==> src/rtl/core/erhc_pkg.sv <==
package erhc_pkg;

	localparam int ERHC_ADDR_BYTES = 6;
	localparam int OWN_MAC_W = 48;
	localparam int CFG_IDX_W = 2;
	localparam int ETYPE_W = 16;

	localparam logic [CFG_IDX_W-1:0] CFG_OWN_MAC       = 2'd0;
	localparam logic [CFG_IDX_W-1:0] CFG_OWN_MAC_VALID = 2'd1;
	localparam logic [CFG_IDX_W-1:0] CFG_IPV6_MODE     = 2'd2;

	localparam logic [ETYPE_W-1:0] ETYPE_ARP  = 16'h0806;
	localparam logic [ETYPE_W-1:0] ETYPE_RARP = 16'h8035;
	localparam logic [ETYPE_W-1:0] ETYPE_IPV4 = 16'h0800;
	localparam logic [ETYPE_W-1:0] ETYPE_IPV6 = 16'h86dd;

	localparam logic [15:0] MCAST6_PREFIX = 16'h3333;

	typedef enum logic [2:0] {
		V_ARP           = 3'd0,
		V_IPV4          = 3'd1,
		V_IPV6          = 3'd2,
		V_NOT_ADDRESSED = 3'd3,
		V_UNKNOWN       = 3'd4,
		V_NO_OWN        = 3'd5,
		V_RUNT          = 3'd6
	} verdict_t;

	typedef struct packed {
		logic     group_bit;
		verdict_t verdict;
	} erhc_result_t;

	typedef struct packed {
		logic         valid;
		erhc_result_t res;
	} erhc_out_t;

endpackage

==> src/rtl/core/ethernet_rx_header_classifier.sv <==
// Ethernet receive header classifier. Frame bytes enter on s_axis, one per
// transaction, with tlast on the final byte. After 2*ADDR_BYTES+2 header
// bytes (14 by default) one verdict leaves on m_axis; a frame ending earlier
// gives a runt verdict, and payload bytes give nothing. Throughput is one
// byte per cycle: s_axis stalls only when a verdict is due while the output
// register is still full. A byte is held in the input register, where the
// header shift registers and the address/ethertype compare act on it, and
// the verdict is held in the output register. Configuration registers
// (own_mac, own_mac_valid, ipv6_mode) should be written while the block is
// idle; reset leaves ipv6_mode set and the others cleared.
module ethernet_rx_header_classifier #(
	parameter int ADDR_BYTES = erhc_pkg::ERHC_ADDR_BYTES
) (
	input  logic                           clk,
	input  logic                           arst_n,
	input  logic                           s_axis_tvalid,
	output logic                           s_axis_tready,
	input  logic [7:0]                     s_axis_tdata,  // [7:0] frame_byte
	input  logic                           s_axis_tlast,  // frame_last
	output logic                           m_axis_tvalid,
	input  logic                           m_axis_tready,
	output logic [7:0]                     m_axis_tdata,  // [2:0] verdict, [3] group_bit
	input  logic                           cfg_we,
	input  logic [erhc_pkg::CFG_IDX_W-1:0] cfg_addr,
	input  logic [erhc_pkg::OWN_MAC_W-1:0] cfg_data
);
	import erhc_pkg::*;

	logic [OWN_MAC_W-1:0] own_mac_q;
	logic                 own_mac_valid_q;
	logic                 ipv6_mode_q;

	logic       valid_s1;
	logic [7:0] byte_s1;
	logic       last_s1;

	logic         out_valid_s2;
	erhc_result_t out_s2;

	logic      out_free;
	logic      go;
	erhc_out_t result;

	always_ff @(posedge clk or negedge arst_n) begin
		if (!arst_n) begin
			own_mac_q       <= '0;
			own_mac_valid_q <= 1'b0;
			ipv6_mode_q     <= 1'b1;
		end else if (cfg_we) begin
			case (cfg_addr)
				CFG_OWN_MAC:       own_mac_q       <= cfg_data;
				CFG_OWN_MAC_VALID: own_mac_valid_q <= cfg_data[0];
				CFG_IPV6_MODE:     ipv6_mode_q     <= cfg_data[0];
				default: ;
			endcase
		end
	end

	assign out_free      = !out_valid_s2 || m_axis_tready;
	assign s_axis_tready = !valid_s1 || go;

	always_ff @(posedge clk or negedge arst_n) begin
		if (!arst_n) begin
			valid_s1 <= 1'b0;
		end else if (s_axis_tready) begin
			valid_s1 <= s_axis_tvalid;
		end
	end

	always_ff @(posedge clk) begin
		if (s_axis_tvalid && s_axis_tready) begin
			byte_s1 <= s_axis_tdata;
			last_s1 <= s_axis_tlast;
		end
	end

	erhc_parser #(.ADDR_BYTES(ADDR_BYTES)) u_parser (
		.clk          (clk),
		.arst_n       (arst_n),
		.item_valid   (valid_s1),
		.item_byte    (byte_s1),
		.item_last    (last_s1),
		.out_free     (out_free),
		.own_mac      (own_mac_q),
		.own_mac_valid(own_mac_valid_q),
		.ipv6_mode    (ipv6_mode_q),
		.go           (go),
		.result       (result)
	);

	always_ff @(posedge clk or negedge arst_n) begin
		if (!arst_n) begin
			out_valid_s2 <= 1'b0;
		end else if (go && result.valid) begin
			out_valid_s2 <= 1'b1;
		end else if (m_axis_tready) begin
			out_valid_s2 <= 1'b0;
		end
	end

	always_ff @(posedge clk) begin
		if (go && result.valid) begin
			out_s2 <= result.res;
		end
	end

	assign m_axis_tvalid = out_valid_s2;
	assign m_axis_tdata  = {4'b0000, out_s2};

	a_stall_cause: assert property (@(posedge clk) disable iff (!arst_n)
		!s_axis_tready |-> (valid_s1 && out_valid_s2 && !m_axis_tready))
		else $error("input stalled without a blocked verdict");

	a_group_ipv4: assert property (@(posedge clk) disable iff (!arst_n)
		(m_axis_tvalid && m_axis_tdata[3]) |-> (m_axis_tdata[2:0] == V_IPV4))
		else $error("group bit set on a non-IPv4 verdict");

	a_verdict_range: assert property (@(posedge clk) disable iff (!arst_n)
		m_axis_tvalid |-> (m_axis_tdata[2:0] != 3'd7) && (m_axis_tdata[7:4] == 4'd0))
		else $error("verdict out of range");

endmodule

==> src/rtl/core/erhc_classify.sv <==
module erhc_classify #(
	parameter int ADDR_BYTES = erhc_pkg::ERHC_ADDR_BYTES
) (
	input  logic [erhc_pkg::OWN_MAC_W-1:0] own_mac,
	input  logic                           own_mac_valid,
	input  logic                           ipv6_mode,
	input  logic [8*ADDR_BYTES-1:0]        dst,
	input  logic [8*ADDR_BYTES-1:0]        src,
	input  logic [erhc_pkg::ETYPE_W-1:0]   etype,
	output erhc_pkg::erhc_result_t         res
);
	import erhc_pkg::*;

	localparam int ADDR_W = 8 * ADDR_BYTES;

	logic [63:0]       own_wide;
	logic [ADDR_W-1:0] own;
	logic              addr_ok;
	logic              bypass;
	logic              no_own;

	// own_mac truncated or zero-extended to the address width
	assign own_wide = {{(64-OWN_MAC_W){1'b0}}, own_mac};
	assign own      = own_wide[ADDR_W-1:0];

	always_comb begin
		bypass = 1'b0;
		no_own = 1'b0;
		if (ipv6_mode) begin
			if (dst[ADDR_W-1 -: 16] == MCAST6_PREFIX) begin
				bypass = 1'b1;
			end else if (!own_mac_valid) begin
				no_own = 1'b1;
			end else if (src == own) begin
				bypass = 1'b1;
			end
		end
		addr_ok = bypass || (dst == own) || (&dst);
	end

	always_comb begin
		res.group_bit = 1'b0;
		res.verdict   = V_UNKNOWN;
		if (no_own) begin
			res.verdict = V_NO_OWN;
		end else if (!addr_ok) begin
			res.verdict = V_NOT_ADDRESSED;
		end else begin
			case (etype)
				ETYPE_ARP, ETYPE_RARP: res.verdict = V_ARP;
				ETYPE_IPV4: begin
					res.verdict   = V_IPV4;
					res.group_bit = dst[ADDR_W-8];
				end
				ETYPE_IPV6: res.verdict = ipv6_mode ? V_IPV6 : V_UNKNOWN;
				default: res.verdict = V_UNKNOWN;
			endcase
		end
	end

endmodule

==> src/rtl/core/erhc_parser.sv <==
module erhc_parser #(
	parameter int ADDR_BYTES = erhc_pkg::ERHC_ADDR_BYTES
) (
	input  logic                           clk,
	input  logic                           arst_n,
	input  logic                           item_valid,
	input  logic [7:0]                     item_byte,
	input  logic                           item_last,
	input  logic                           out_free,
	input  logic [erhc_pkg::OWN_MAC_W-1:0] own_mac,
	input  logic                           own_mac_valid,
	input  logic                           ipv6_mode,
	output logic                           go,
	output erhc_pkg::erhc_out_t            result
);
	import erhc_pkg::*;

	localparam int ADDR_W  = 8 * ADDR_BYTES;
	localparam int HDR_LEN = 2 * ADDR_BYTES + 2;
	localparam int IDX_W   = $clog2(HDR_LEN + 1);

	localparam logic [IDX_W-1:0] IDX_SRC  = IDX_W'(ADDR_BYTES);
	localparam logic [IDX_W-1:0] IDX_TYPE = IDX_W'(2 * ADDR_BYTES);
	localparam logic [IDX_W-1:0] IDX_LAST = IDX_W'(HDR_LEN - 1);
	localparam logic [IDX_W-1:0] IDX_END  = IDX_W'(HDR_LEN);

	logic [IDX_W-1:0]  idx_q;
	logic [ADDR_W-1:0] dst_q;
	logic [ADDR_W-1:0] src_q;
	logic [7:0]        type_hi_q;
	erhc_result_t      cls;
	logic              at_last_hdr;
	logic              runt;

	erhc_classify #(.ADDR_BYTES(ADDR_BYTES)) u_classify (
		.own_mac      (own_mac),
		.own_mac_valid(own_mac_valid),
		.ipv6_mode    (ipv6_mode),
		.dst          (dst_q),
		.src          (src_q),
		.etype        ({type_hi_q, item_byte}),
		.res          (cls)
	);

	assign at_last_hdr = (idx_q == IDX_LAST);
	assign runt        = item_last && (idx_q < IDX_LAST);

	always_comb begin
		result.valid         = item_valid && (at_last_hdr || runt);
		result.res           = cls;
		if (runt) begin
			result.res.verdict   = V_RUNT;
			result.res.group_bit = 1'b0;
		end
	end

	assign go = item_valid && (!result.valid || out_free);

	always_ff @(posedge clk or negedge arst_n) begin
		if (!arst_n) begin
			idx_q     <= '0;
			dst_q     <= '0;
			src_q     <= '0;
			type_hi_q <= '0;
		end else if (go) begin
			if (item_last) begin
				idx_q     <= '0;
				dst_q     <= '0;
				src_q     <= '0;
				type_hi_q <= '0;
			end else if (idx_q < IDX_END) begin
				idx_q <= idx_q + 1'b1;
				if (idx_q < IDX_SRC) begin
					dst_q <= {dst_q[ADDR_W-9:0], item_byte};
				end else if (idx_q < IDX_TYPE) begin
					src_q <= {src_q[ADDR_W-9:0], item_byte};
				end else if (idx_q == IDX_TYPE) begin
					type_hi_q <= item_byte;
				end
			end
		end
	end

endmodule
==> config.mk <==
export PLATFORM = sky130hd
export DESIGN_NAME = ethernet_rx_header_classifier
export DESIGN_NICKNAME = d
export VERILOG_FILES = /design/src/rtl/core/erhc_pkg.sv /design/src/rtl/core/ethernet_rx_header_classifier.sv /design/src/rtl/core/erhc_classify.sv /design/src/rtl/core/erhc_parser.sv
export SDC_FILE = /design/constraint.sdc
export NUM_CORES = 1
export LEC_CHECK = 0
export BUFFER_PORTS_ARGS = -buffer_cell sky130_fd_sc_hd__buf_2
export CORE_ASPECT_RATIO = 0.5
export CORE_MARGIN = 5
export CORE_UTILIZATION = 50
export DETAILED_ROUTE_END_ITERATION = 10
export GPL_TIMING_DRIVEN = 0
export PLACE_DENSITY = 0.84
export RECOVER_POWER = 25
export SYNTH_ARGS = -nofsm -noshare
export SYNTH_HDL_FRONTEND = slang
export SYNTH_SLANG_ARGS = --single-unit
==> constraint.sdc <==
create_clock -name clk -period 2.2 [get_ports clk]
set_input_delay 0 -clock clk [delete_from_list [all_inputs] [get_ports clk]]
set_output_delay 0 -clock clk [all_outputs]
set_load 0.005 [all_outputs]
* Yosys cells after proc, flatten, opt, wreduce, memory -nomap -nowiden *
Index checks and enable logic that the tools add are counted.

word-level totals
  bits in registers = 173
  bits of input ports = 64
  word-level logic and storage cells = 92
  memory bits (writable) = 0
  bits in read-only memories = 0
  bits in latches = 0
  memories = 0

cells by class
  bitwise operators = 2
  mux-type cells = 27
  divide/modulo/power cells = 0
  multipliers = 0
  reductions and logical operators = 31
  shifts and indexed selects = 0
  add/sub/neg operators = 1
  $lt $le $gt $ge = 4
  equal/unequal tests = 13

operators with widths
  operator                                                     count
  two-way mux 48 bit                                           7
  equality test 48 bit                                         2
  AND reduction 48 bit                                         1
  two-way mux 8 bit                                            5
  equality test 16 x 12 -> 1 bit (second input constant)       2
  equality test 16 bit (second input constant)                 2
  equality test 16 x 14 -> 1 bit (second input constant)       1
  less-than comparator 4 bit (second input constant)           3
  nonzero test 2 bit                                           5
  two-way mux 1 bit                                            9
  one-hot mux 3 bit (3 select lines)                           1
  equality test 4 bit (second input constant)                  2
  two-way mux 4 bit                                            2
  AND reduction 2 bit                                          4
  logical OR 1 bit                                             6
  two-way mux 3 bit                                            2
  logical AND 1 bit                                            5
  AND reduction 5 bit                                          1
  adder 4 x 1 -> 4 bit (second input constant)                 1
  less-than comparator 4 x 3 -> 1 bit (second input constant)  1
  inequality test 2 bit (second input constant)                2
  AND reduction 4 bit                                          1
  OR reduction 2 bit                                           2
  OR reduction 4 bit                                           1
  7 further kinds                                              10

* Logic depth before layout (Yosys ltp) *
Gate-level depths: netlist of run 1.

  depth after elaboration = 9
  gate-level depth with buffers = 10
  gate-level depth less buffers = 8

* Cells and area by module *
From an unflattened synthesis of run 1, not the netlist that was laid out.

second synthesis, totals
  cells, all modules = 635
  area total of the unflattened synthesis = 8444.3 µm²

by module, submodules not included
  module                         cells each  area each (µm²)  times used  seq. area each (µm²)
  erhc_parser                    322         4549.4           1           2702.6
  ethernet_rx_header_classifier  134         2496.1           1           1692.9
  erhc_classify                  179         1398.8           1           0.0

* Worst setup path after synthesis of run 1 *
Ideal clock, no wire load.

  path type = register -> register
  from = register u_parser.idx_q[1]
  to = register u_parser.dst_q[46]
  arrival = 1994 ps
  library setup time = 121 ps
  period minus slack after synthesis = 2115 ps
  cell stages (with the launch flop) = 10
  required time = 2079 ps
  setup slack = 85 ps
  buffers on the path = 2
  cells stage by stage = dfrtp_1 > inv_1 > ha_1 > nand3b_1 > a21oi_1 > o21a_1 > o21ai_1 > clkbuf_1 > buf_2 > a22o_1

between the ends
  cells in the longest elaborated chain, start to end = 8
  elaborated cells on any way between the ends = 13
  classes of those cells = order compare: 3; eq/ne: 1; reduce/logical: 9

ends and longest elaborated chain
  what                             RTL line           text
  from (decl)                      erhc_parser.sv:27  logic [IDX_W-1:0] idx_q;
  from (signal assigned)           erhc_parser.sv:72  idx_q <= idx_q + 1'b1;
  less-than comparator 4 bit       erhc_parser.sv:46  assign runt = item_last && (idx_q < IDX_LAST);
  logical AND 1 bit                erhc_parser.sv:46
  logical OR 1 bit                 erhc_parser.sv:49  result.valid = item_valid && (at_last_hdr || runt);
  logical AND 1 bit                erhc_parser.sv:49
  zero test 1 bit                  erhc_parser.sv:57  assign go = item_valid && (!result.valid || out_free);
  logical OR 1 bit                 erhc_parser.sv:57
  logical AND 1 bit                erhc_parser.sv:57
  AND reduction 3 bit (no line) *  -
  to (signal assigned)             erhc_parser.sv:74  dst_q <= {dst_q[ADDR_W-9:0], item_byte};
  to (decl)                        erhc_parser.sv:28  logic [ADDR_W-1:0] dst_q;

Mark *: on every way between the ends. The rest lies on a longest branch, timed or not.
A chain may end at the register's enable or synchronous reset.

* Final worst setup path of run 1 *
  from = register u_parser.dst_q[40]
  to = register out_s2, in the netlist m_axis_tdata[0] (data pin)

between the ends
  cells in the longest elaborated chain, start to end = 7
  elaborated cells on any way between the ends = 11
  classes of those cells = eq/ne: 2; mux: 6; reduce/logical: 3

ends and longest elaborated chain
  what                            RTL line                              text
  equality test 16 x 14 -> 1 bit  erhc_classify.sv:30                   if (dst[ADDR_W-1 -: 16] == MCAST6_PREFIX) begin
  two-way mux 1 bit               erhc_classify.sv:30
  two-way mux 1 bit               erhc_classify.sv:29                   if (ipv6_mode) begin
  logical OR 1 bit (2 in a row)   erhc_classify.sv:38                   addr_ok = bypass || (dst == own) || (&dst);
  two-way mux 3 bit               erhc_classify.sv:46                   end else if (!addr_ok) begin
  two-way mux 2 bit *             erhc_classify.sv:44                   if (no_own) begin
  to (signal assigned)            ethernet_rx_header_classifier.sv:103  out_s2 <= result.res;
  to (decl)                       ethernet_rx_header_classifier.sv:38   erhc_result_t out_s2;

Marked as above.

==> results of run 1 <==
-- power groups by stage --
stage          clock, mW  combinational (mW)  sequential, mW
2_1_floorplan          0               0.998            3.96
3_3_place_gp           0                1.41            4.15
3_5_place_dp           0                1.46            4.16
4_1_cts             3.04                1.64            4.09
5_1_grt             3.17                1.86            4.15
6_report            2.98                1.71            4.11
-- layout by cell type, fill, tap and decap left out, types with 16 or more instances in the layout --
cell	Yosys	layout
buf_4	6	19
dfrtp_1	159	157
nor4_1	19	16
clkbuf_1	23	20
mux2_2	47	47
o21ai_0	49	48
a22o_1	48	48
xor2_1	57	57
buf_2	9	74
nand2b_1	52	52
nand2_1	76	76
clkbuf_16	0	17
nand4_1	25	25
dlygate4sd3_1	0	64
xnor2_1	35	34
-- area by class of cell --
cell class,instances,area (sq um)
Inverter,7,26.3
Timing Repair Buffer,146,1100
Sequential cell,173,4400
Buffer,37,203
Tap cell,227,284
Multi-Input combinational cell,520,3760
Clock inverter,14,149
Clock buffer,18,439
Fill cell,1279,5900
-- worst max-delay path by stage --
stage                                               from                        endpoint  slack (ps)  cells past startpoint
after global placement                            arst_n       own_mac_q[46]$_DFFE_PN0P_       -1140                      1
after CTS                      own_mac_q[18]$_DFFE_PN0P_   m_axis_tdata[1]$_SDFFCE_PP1P_          -9                      6
after detailed placement   u_parser.idx_q[1]$_DFFE_PN0P_  u_parser.dst_q[41]$_DFFE_PN0P_        -560                      9
final                     u_parser.dst_q[40]$_DFFE_PN0P_   m_axis_tdata[0]$_SDFFCE_PP0P_         -40                      6
after global routing      u_parser.dst_q[40]$_DFFE_PN0P_   m_axis_tdata[2]$_SDFFCE_PP1P_        -190                      6
after floorplan            u_parser.idx_q[1]$_DFFE_PN0P_  u_parser.dst_q[46]$_DFFE_PN0P_          90                      9
-- worst max-delay path: cells and delay by family, from the launching register on --
kind	cells	cell delay (ps)
AOI/OAI and AO/OA	4	590
and+or+nand+nor	2	860
DFF	1	550
-- routing by layer --
| layer | up-vias | global-route usage, % | routed length (microns) |
|---|---|---|---|
| met1 | 3283 | 38.7 | 11000 |
| met4 | 0 | 5.13 | 287 |
| met2 | 309 | 39.4 | 10900 |
| met5 | - | 0 | 0 |
| met3 | 30 | 8.93 | 2410 |
| li1 | 2957 | - | - |
-- through the flow --
step	hold WS [ps]	util (%)	TNS (ps)
3_5_place_dp	109	54.8	-40550
4_1_cts	142	63.2	-20.1
3_3_place_gp	179	54.6	-208160
5_1_grt	144	63.7	-756
6_report	157	63.7	-117
2_1_floorplan	-296	-	0
-- sequential cells by signal, summed over array words and instances, names as in the netlist --
signal,cells
u_parser.idx_q,4
last_s1,1
m_axis_tvalid,1
m_axis_tdata,4
ipv6_mode_q,1
byte_s1,8
u_parser.type_hi_q,8
own_mac_q,48
u_parser.dst_q,48
own_mac_valid_q,1
valid_s1,1
u_parser.src_q,48
-- logic make-up (layout without fill, tap and decap cells) --
group           Yosys count  count (layout)
simple gates            234             234
buf+inv                  45             222
other cells               1               4
flops                   173             173
mux                      48              48
fa+ha+maj                 4               4
compound gates          138             138
xor+xnor                 92              92
-- repair_timing --
action,CTS,global route
pin swaps,6,4
setup endpoints to repair,118,107
hold buffers,64,0
gates resized for setup,22,21
buffers inserted,8,4
endpoints found under the hold margin,144,0
==> flow_summary.yaml, run 1 <==
sta:
  finalSetupViolations: 4
  slew-limit-headroom_pct: 11.6
  layout_worst_path_cycle_share_pct: 102
  maxClockFrequency_ghz: 0.446
  rsz0062_at_grt: "yes"
  hold_viol: 0
  finalClockSkew_ps: 14.8
  min_period_ps: 2240
  setup_ws_ps: -40.2
  max_slew.worst_pin.slew_ps: 1320
  slew_violations: 0
clocking:
  cts_htree_levels: 4
  cts-buffers-inserted: 17
  cts_max_path_buffers: 2
  clock_latency_ps: 440
  tritoncts_num_sinks: 173
  cts_tree: "yes"
  cts.clk_slew.worst_paths_ps: 70
  ctsRootBufferMaster: "clkbuf_16"
power_and_ir_drop:
  power.leakage_nw: 4.50
  clock_power_share_pct: 33.9
  p_sw_share_pct: 32.6
  design_power_total_mw: 8.80
  peakVddDrop_mv: 0.633
  total_switching_power_mw: 2.86
  part_of_the_total_power_dissipated_in_combinational_logic_pct: 19.4
  powerDensity_nw_per_um2: 849
  pint_mw: 5.93
  pwr-share-seq_pct: 46.7
routing:
  wl_microns: 24600
  dr_total_vias: 6579
  violation_count_after_the_first_detailed_route_iteration: 607
  drtPass1Iterations: 5
  routedWlPerCell_microns: 21.6
  postRouteAntennaNets: 0
  drt_drc_violations_left: 0
  via_per_inst: 5.76
logic_synthesis:
  synth-edff-count: 13
  synth_area_sq_um: 8240
  ys.flop_type: "dfrtp_1"
  syn-mean-instance-area_sq_um: 11.2
  count_of_state_elements_after_synthesis: 173
  synthSimpleGateAreaFrac_pct: 16.0
  synth-compound-area-share_pct: 11.3
  yosys.cell_types.count: 53
  yosys-top-cells-area: "dfrtp_1 (48%), mux2_2 (6.4%), xor2_1 (6.1%)"
  yosys.cell_count.top_type: "dfrtp_1"
  asyncSetResetFlopFracSynth_pct: 92.5
  yosysTopAreaCell: "dfrtp_1"
  synth_largest_type_area_fraction_pct: 48.3
  synth_xor_area_share_pct: 9.78
  netlist_top_cells_count: "dfrtp_1 (159), nand2_1 (76), xor2_1 (57)"
  synth-adder-area-share_pct: 0.607
  yosys-mux-area-fraction_pct: 6.54
  synth_top_family_by_area: "simple AND/OR/NAND/NOR gates"
  ys_seq_area_share_pct: 53.3
  yosys_warnings: 0
  postSynthCellCount: 735
die:
  die_area_sq_um: 19300
  std_cell_rows: 33
  core-area_sq_um: 16300
  chipHeight_microns: 101
  ios: 74
  die-width_microns: 192
  floorplan.initialDensity_pct: 50.7
critical_path:
  crit_path_top_delay_cell: "dfrtp_1"
  cp_max_fo: 4
  end_kind: "register"
  crit_chain: "nand4_1 > nor4_4 > a32oi_2 > o31ai_1 > a21oi_2 > o21a_1"
  worst-endpoint-arrival_ps: 2430
  worst_ep_required_time_ps: 2390
  worst_r2r_endpoint: "m_axis_tdata[0]$_SDFFCE_PP0P_"
  reg2reg_from: "u_parser.dst_q[40]$_DFFE_PN0P_"
  worst_path_class_setup: "reg2reg"
  start_kind: "register"
  ff2ff_path_depth: 6
  timing.reg2reg.setup_slack_ps: -40
  cp_slowest_stage_delay_ps: 550
placement:
  dp.cells: 1035
  placedInstanceArea_sq_um: 8920
  hpwl_microns: 18000
  place.port_buffers: 69
  place_worst_setup_slack_ps: -557
  place_congestion: 1.07
cells_and_area:
  antenna_cells: 0
  share_of_final_layout_standard_cells_stronger_than_drive_strength_1_pct: 22.6
  finish.cell_count_without_fillers: 1142
  net_count_of_the_finished_layout: 970
  final_design_area_no_fill_sq_um: 10400
  syn_to_final_growth_pct: 25.7
min_path:
  hold-path-endpoint: "own_mac_q[38]$_DFFE_PN0P_"
  worst_hold_startpoint: "cfg_addr[1]"
  worst_hold_path.num_cells: 3
  timing.hold.worst.class: "in2reg"
run:
  drv_cap: 0
global_route:
  grt_start_max_net_pins: 85
  grt_pass1_vias: 6642
  grt_pass1_wl_microns: 38300
  grt.total_usage_pct: 26.6
  globalRoute.totalOverflow: 0
  antenna_found_initial: 0
run_status:
  violations: "setup timing"
  run_status: "finished with violations"
No activity file was read; power rests on OpenSTA's default activity.
==> run 2: changes to the inputs <==
--- a/config.mk
+++ b/config.mk
@@ -13,6 +13,7 @@
 export GPL_TIMING_DRIVEN = 0
 export PLACE_DENSITY = 0.84
 export RECOVER_POWER = 25
+export SETUP_SLACK_MARGIN = 0.2
 export SYNTH_ARGS = -nofsm -noshare
 export SYNTH_HDL_FRONTEND = slang
 export SYNTH_SLANG_ARGS = --single-unit
==> flow_summary.yaml, run 2 (synthesis gave the netlist of run 1 again) <==
sta:
  min_period_ps: 2340
  setup_ws_ps: -138
  slew_violations: 69
  slew-limit-headroom_pct: -20.2
  rsz0062_at_grt: "yes"
  layout_worst_path_cycle_share_pct: 106
  finalClockSkew_ps: 12.9
  hold_viol: 0
  max_slew.worst_pin.slew_ps: 1800
  maxClockFrequency_ghz: 0.428
  finalSetupViolations: 4
placement:
  place_congestion: 1.07
  dp.cells: 1035
  hpwl_microns: 17400
  place.port_buffers: 69
global_route:
  antenna_found_initial: 0
  globalRoute.totalOverflow: 0
  grt_start_max_net_pins: 93
  grt_pass1_vias: 6847
  grt.total_usage_pct: 26.8
  grt_pass1_wl_microns: 39000
die:
  chipHeight_microns: 101
  die_area_sq_um: 19300
  std_cell_rows: 33
  die-width_microns: 192
  floorplan.initialDensity_pct: 50.7
  ios: 74
  core-area_sq_um: 16300
run:
  drv_cap: 1
power_and_ir_drop:
  power.leakage_nw: 4.93
  powerDensity_nw_per_um2: 833
  peakVddDrop_mv: 0.659
critical_path:
  worst-endpoint-arrival_ps: 2510
  cp_max_fo: 4
  end_kind: "register"
  worst_path_class_setup: "reg2reg"
  worst_ep_required_time_ps: 2370
  start_kind: "register"
routing:
  drtPass1Iterations: 5
  dr_total_vias: 7041
  via_per_inst: 6.02
  wl_microns: 26800
  drt_drc_violations_left: 0
  postRouteAntennaNets: 0
  routedWlPerCell_microns: 22.9
  violation_count_after_the_first_detailed_route_iteration: 793
cells_and_area:
  largestRegisters: "own_mac_q x48, u_parser.dst_q x48, u_parser.src_q x48"
  antenna_cells: 0
  share_of_final_layout_standard_cells_stronger_than_drive_strength_1_pct: 32.8
  net_count_of_the_finished_layout: 997
  finish.cell_count_without_fillers: 1169
  fillerInstances: 1095
  mostFrequentLayoutCells: "dfrtp_1 (156), buf_2 (66), dlygate4sd3_1 (63), xor2_1 (57), nand2b_1 (51)"
  mostFrequentLayoutCell: "dfrtp_1"
  syn_to_final_growth_pct: 37.4
  share_of_the_core_filled_with_cells_pct: 69.6
clocking:
  cts-buffers-inserted: 17
  cts_max_path_buffers: 2
  tritoncts_num_sinks: 173
  clock_latency_ps: 440
  cts.clk_slew.worst_paths_ps: 70
  cts_htree_levels: 4
  cts_tree: "yes"
  ctsRootBufferMaster: "clkbuf_16"
run_status:
  run_status: "finished with violations"
  violations: "capacitance limit, slew limit, setup timing"
min_path:
  timing.hold.worst.class: "in2reg"
## run 2: changes by cell type in the layout (fill, tap and decap cells not counted), moves of 8 or more
cell,previous run,this run
nand2_1,76,37
o21ai_0,48,14
nand2_2,0,29
o21ai_2,3,19
o21ai_1,12,27
clkbuf_16,17,29
buf_8,0,11
nand2_4,0,10
buf_2,74,66
buf_4,19,27
## run 2: area by class of cell
type	count	area (sq um)	area share [%]
Inverter	7	26.3	0.232
Sequential cell	173	4400	38.8
Tap cell	227	284	2.51
Timing Repair Buffer	172	1540	13.6
Buffer	38	379	3.35
Clock inverter	12	149	1.31
Multi-Input combinational cell	520	4090	36.1
Clock buffer	20	458	4.04
## run 2: path summary, 6_finish.rpt
check / endpoint / startpoint / slack [ps] / cells past startpoint
worst max-delay path: m_axis_tdata[1]$_SDFFCE_PP1P_ / u_parser.src_q[12]$_DFFE_PN0P_ / -140 / 6
worst min-delay path: own_mac_q[38]$_DFFE_PN0P_ / cfg_addr[0] / 160 / 3
worst max register to register: m_axis_tdata[1]$_SDFFCE_PP1P_ / u_parser.src_q[12]$_DFFE_PN0P_ / -140 / 6
worst min register to register: u_parser.type_hi_q[5]$_DFFE_PN0P_ / u_parser.type_hi_q[5]$_DFFE_PN0P_ / 480 / 2
max in group asynchronous: own_mac_q[1]$_DFFE_PN0P_ / arst_n / 430 / 2
min in group asynchronous: u_parser.type_hi_q[7]$_DFFE_PN0P_ / arst_n / 560 / 2
## run 2: routing by layer
layer	GRT usage [%]	wire length, microns	vias to the layer above
li1	-	-	3009
met3	8.44	2980	59
met2	40.8	12200	434
met4	7.23	514	2
met5	0	36	-
met1	37.6	11000	3537
## run 2: repair_timing
item | in CTS | in global routing
gates cloned | 2 | 9
resized for setup | 60 | 183
setup buffers | 17 | 11
hold buffers | 63 | 0
hold endpoints to repair | 138 | 0
pin swaps | 32 | 44
setup endpoints to repair | 118 | 124
## run 2: where the power goes
| group | internal, mW | switching, mW |
|---|---|---|
| logic | 1.06 | 1.06 |
| registers | 3.59 | 0.561 |
| clock network | 1.78 | 1.39 |
## run 2: metrics by stage
step | total power, mW | setup slack, ps | TNS (ps) | area (sq um) | hold slack [ps]
floorplan | 4.96 | 171 | 0 | 8260 | -296
global placement | 5.54 | -1140 | -197540 | 8890 | 180
detailed placement | 5.60 | -330 | -23680 | 8920 | 46.7
CTS | 8.99 | -31.3 | -52.7 | 10600 | 134
global route | 9.74 | -120 | -1210 | 11300 | 186
finish | 9.44 | -138 | -285 | 11300 | 163
## run 2: worst max-delay path, cell delays in order, from the launching register on
cell and delay [ps]:
dfrtp_1 440, nor2b_1 200, a2111oi_1 430, nand4_1 220
or4_4 460, o21ai_2 200, o21ai_1 110
==> run 3: changes to the inputs <==
--- a/config.mk
+++ b/config.mk
@@ -5,13 +5,14 @@
 export SDC_FILE = /design/constraint.sdc
 export NUM_CORES = 1
 export LEC_CHECK = 0
+export ABC_AREA = 1
 export BUFFER_PORTS_ARGS = -buffer_cell sky130_fd_sc_hd__buf_2
 export CORE_ASPECT_RATIO = 0.5
 export CORE_MARGIN = 5
 export CORE_UTILIZATION = 50
 export DETAILED_ROUTE_END_ITERATION = 10
 export GPL_TIMING_DRIVEN = 0
-export PLACE_DENSITY = 0.84
+export PLACE_DENSITY = 0.83
 export RECOVER_POWER = 25
 export SETUP_SLACK_MARGIN = 0.2
 export SYNTH_ARGS = -nofsm -noshare
==> flow_summary.yaml, run 3 <==
run_status:
  run_status: "finished with violations"
  violations: "capacitance limit, slew limit"
cells_and_area:
  largestRegisters: "own_mac_q x48, u_parser.dst_q x48, u_parser.src_q x48"
  fillerInstances: 1263
  mostFrequentLayoutCell: "nand2_1"
  net_count_of_the_finished_layout: 1255
  antenna_cells: 0
  syn_to_final_growth_pct: 26.9
  final_design_area_no_fill_sq_um: 10700
  mostFrequentLayoutCells: "nand2_1 (212), dfrtp_1 (157), inv_1 (156), nor2_1 (100), buf_2 (67)"
  share_of_the_core_filled_with_cells_pct: 65.2
  share_of_final_layout_standard_cells_stronger_than_drive_strength_1_pct: 16.3
logic_synthesis:
  synth_area_sq_um: 8460
  count_of_state_elements_after_synthesis: 173
  yosys.cell_types.count: 38
  synth-edff-count: 13
  synth_largest_type_area_fraction_pct: 47.0
  yosys-top-cells-area: "dfrtp_1 (47%), nand2_1 (9.6%), inv_1 (7.1%)"
  yosys.cell_count.top_type: "nand2_1"
  yosys_warnings: 0
  ys_seq_area_share_pct: 51.9
  syn-mean-instance-area_sq_um: 8.34
  yosysTopAreaCell: "dfrtp_1"
  postSynthCellCount: 1015
  ys.flop_type: "dfrtp_1"
  asyncSetResetFlopFracSynth_pct: 92.5
  netlist_top_cells_count: "nand2_1 (216), dfrtp_1 (159), inv_1 (159)"
die:
  floorplan.initialDensity_pct: 51.4
  chipHeight_microns: 102
  ios: 74
  core-area_sq_um: 16500
  die-width_microns: 194
  std_cell_rows: 33
  die_area_sq_um: 19800
global_route:
  antenna_found_initial: 0
  grt_pass1_vias: 7707
  grt_start_max_net_pins: 101
  global_routing_met3_resource_utilization_pct: 5.37
  globalRoute.busiestLayer: "met2"
  globalRoute.totalOverflow: 0
  grt_util_met1_pct: 37.1
  gr_met2_demand_resource_pct: 44.5
  grt_pass1_wl_microns: 41400
  grt.total_usage_pct: 27.0
routing:
  via_per_inst: 5.66
  routedWlPerCell_microns: 18.9
  drtPass1Iterations: 8
  postRouteAntennaNets: 0
  wl_microns: 27000
  drt_drc_violations_left: 0
  dr_total_vias: 8066
  violation_count_after_the_first_detailed_route_iteration: 1007
critical_path:
  crit_path_top_delay_cell: "dfrtp_1"
  start_kind: "register"
  crit_family: "simple AND/OR/NAND/NOR gates"
  crit_chain: "inv_2 > ha_4 > o21ai_4 > nand2_2 > nand3_4 > nand2_4 > nor3_4 > buf_12 > clkbuf_16 > nand3_1 > o21ai_0"
  ff2ff_path_depth: 11
  worst_path_class_setup: "reg2reg"
  worst-endpoint-arrival_ps: 2320
  worst_ep_required_time_ps: 2540
  cp.depth: 11
  end_kind: "register"
  critPathBufInv: 3
  cp_slowest_stage_delay_ps: 390
  cp_max_fo: 8
clocking:
  clock_latency_ps: 430
  cts-buffers-inserted: 17
  tritoncts_num_sinks: 173
  cts_htree_levels: 4
  cts_tree: "yes"
  cts_max_path_buffers: 2
  cts.clk_slew.worst_paths_ps: 70
  ctsRootBufferMaster: "clkbuf_16"
sta:
  post_route_setup_tns_ps: 0
  slew_violations: 61
  maxClockFrequency_ghz: 0.505
  slew-limit-headroom_pct: -2.64
  setup_ws_ps: 218
  finalClockSkew_ps: 14.5
  layout_worst_path_cycle_share_pct: 90.1
  max_slew.worst_pin.slew_ps: 1540
  finalSetupViolations: 0
  min_period_ps: 1980
  hold_viol: 0
  rsz0062_at_grt: "yes"
power_and_ir_drop:
  clock_power_share_pct: 34.7
  powerDensity_nw_per_um2: 849
  power.leakage_nw: 4.96
  pint_mw: 6.24
  total_switching_power_mw: 2.88
  pwr-share-seq_pct: 44.5
  p_sw_share_pct: 31.6
  peakVddDrop_mv: 0.602
  part_of_the_total_power_dissipated_in_combinational_logic_pct: 20.8
run:
  drv_cap: 1
placement:
  place.port_buffers: 69
  placedInstanceArea_sq_um: 9140
  hpwl_microns: 18600
  place_worst_setup_slack_ps: -240
  place_congestion: 0.953
min_path:
  timing.hold.worst.class: "in2reg"
  worst_hold_path.num_cells: 2
-- run 3: cell families (layout without fill, tap and decap cells) --
| family | after synthesis | after routing | share of synthesized area [%] |
|---|---|---|---|
| AOI/OAI and AO/OA | 159 | 159 | 10.7 |
| xor gates and xnor gates | 39 | 39 | 4.04 |
| adders and majority gates | 4 | 4 | 0.591 |
| buffers and inverters | 200 | 381 | 9.52 |
| DFF | 173 | 173 | 51.9 |
| muxes | 14 | 14 | 1.86 |
| other | 1 | 4 | 0.0443 |
| and+or+nand+nor | 425 | 425 | 21.3 |
-- run 3: layout make-up --
type / count / area (sq um) / share of cell area (%)
clock inverters: 12 / 163 / 1.51
repair buffers: 150 / 1190 / 11.1
clock buffers: 19 / 443 / 4.12
plain buffers: 39 / 287 / 2.67
flip-flops and latches: 173 / 4400 / 41.0
well taps: 227 / 284 / 2.64
inverters: 161 / 607 / 5.65
multi-input cells: 645 / 3370 / 31.4
-- run 3: power groups by stage --
stage          Combinational (mW)  Sequential (mW)  Clock, mW
5_1_grt                      2.07             4.09       3.32
4_1_cts                      1.70             4.03       3.16
2_1_floorplan                1.08             3.94          0
3_3_place_gp                 1.48             4.07          0
6_report                     1.90             4.06       3.16
3_5_place_dp                 1.54             4.09          0
-- run 3: worst paths after layout --
kind | to | slack (ps) | from
setup reg to reg | u_parser.src_q[32]$_DFFE_PN0P_ | 220 | u_parser.idx_q[0]$_DFFE_PN0P_
setup / recovery | u_parser.src_q[32]$_DFFE_PN0P_ | 220 | u_parser.idx_q[0]$_DFFE_PN0P_
max in group asynchronous | own_mac_q[35]$_DFFE_PN0P_ | 520 | arst_n
hold reg to reg | m_axis_tvalid$_DFFE_PN0P_ | 540 | m_axis_tvalid$_DFFE_PN0P_
hold / removal | byte_s1[2]$_DFFE_PP_ | 280 | s_axis_tdata[2]
min in group asynchronous | u_parser.idx_q[0]$_DFFE_PN0P_ | 490 | arst_n
-- run 3: stage by stage --
stage	instances	power [mW]	hold WS (ps)
after floorplan	1018	5.01	-296
after global placement	1314	5.55	179
after detailed placement	1315	5.63	14.0
after CTS	1413	8.89	138
after global routing	1426	9.48	276
final	1426	9.12	278
-- run 3: layer usage --
layer,up-vias,share of wire [%]
met5,-,0
met4,0,2.6
met3,67,11
met2,527,46
met1,3871,41
li1,3601,-
-- run 3: what timing repair did --
action | 4_1_cts | 5_1_grt
gates resized for setup | 18 | 58
hold buffers | 63 | 0
endpoints found under the setup margin | 108 | 90
cloned | 0 | 4
pin swaps | 0 | 7
hold endpoints to repair | 121 | 0
setup buffers | 4 | 9
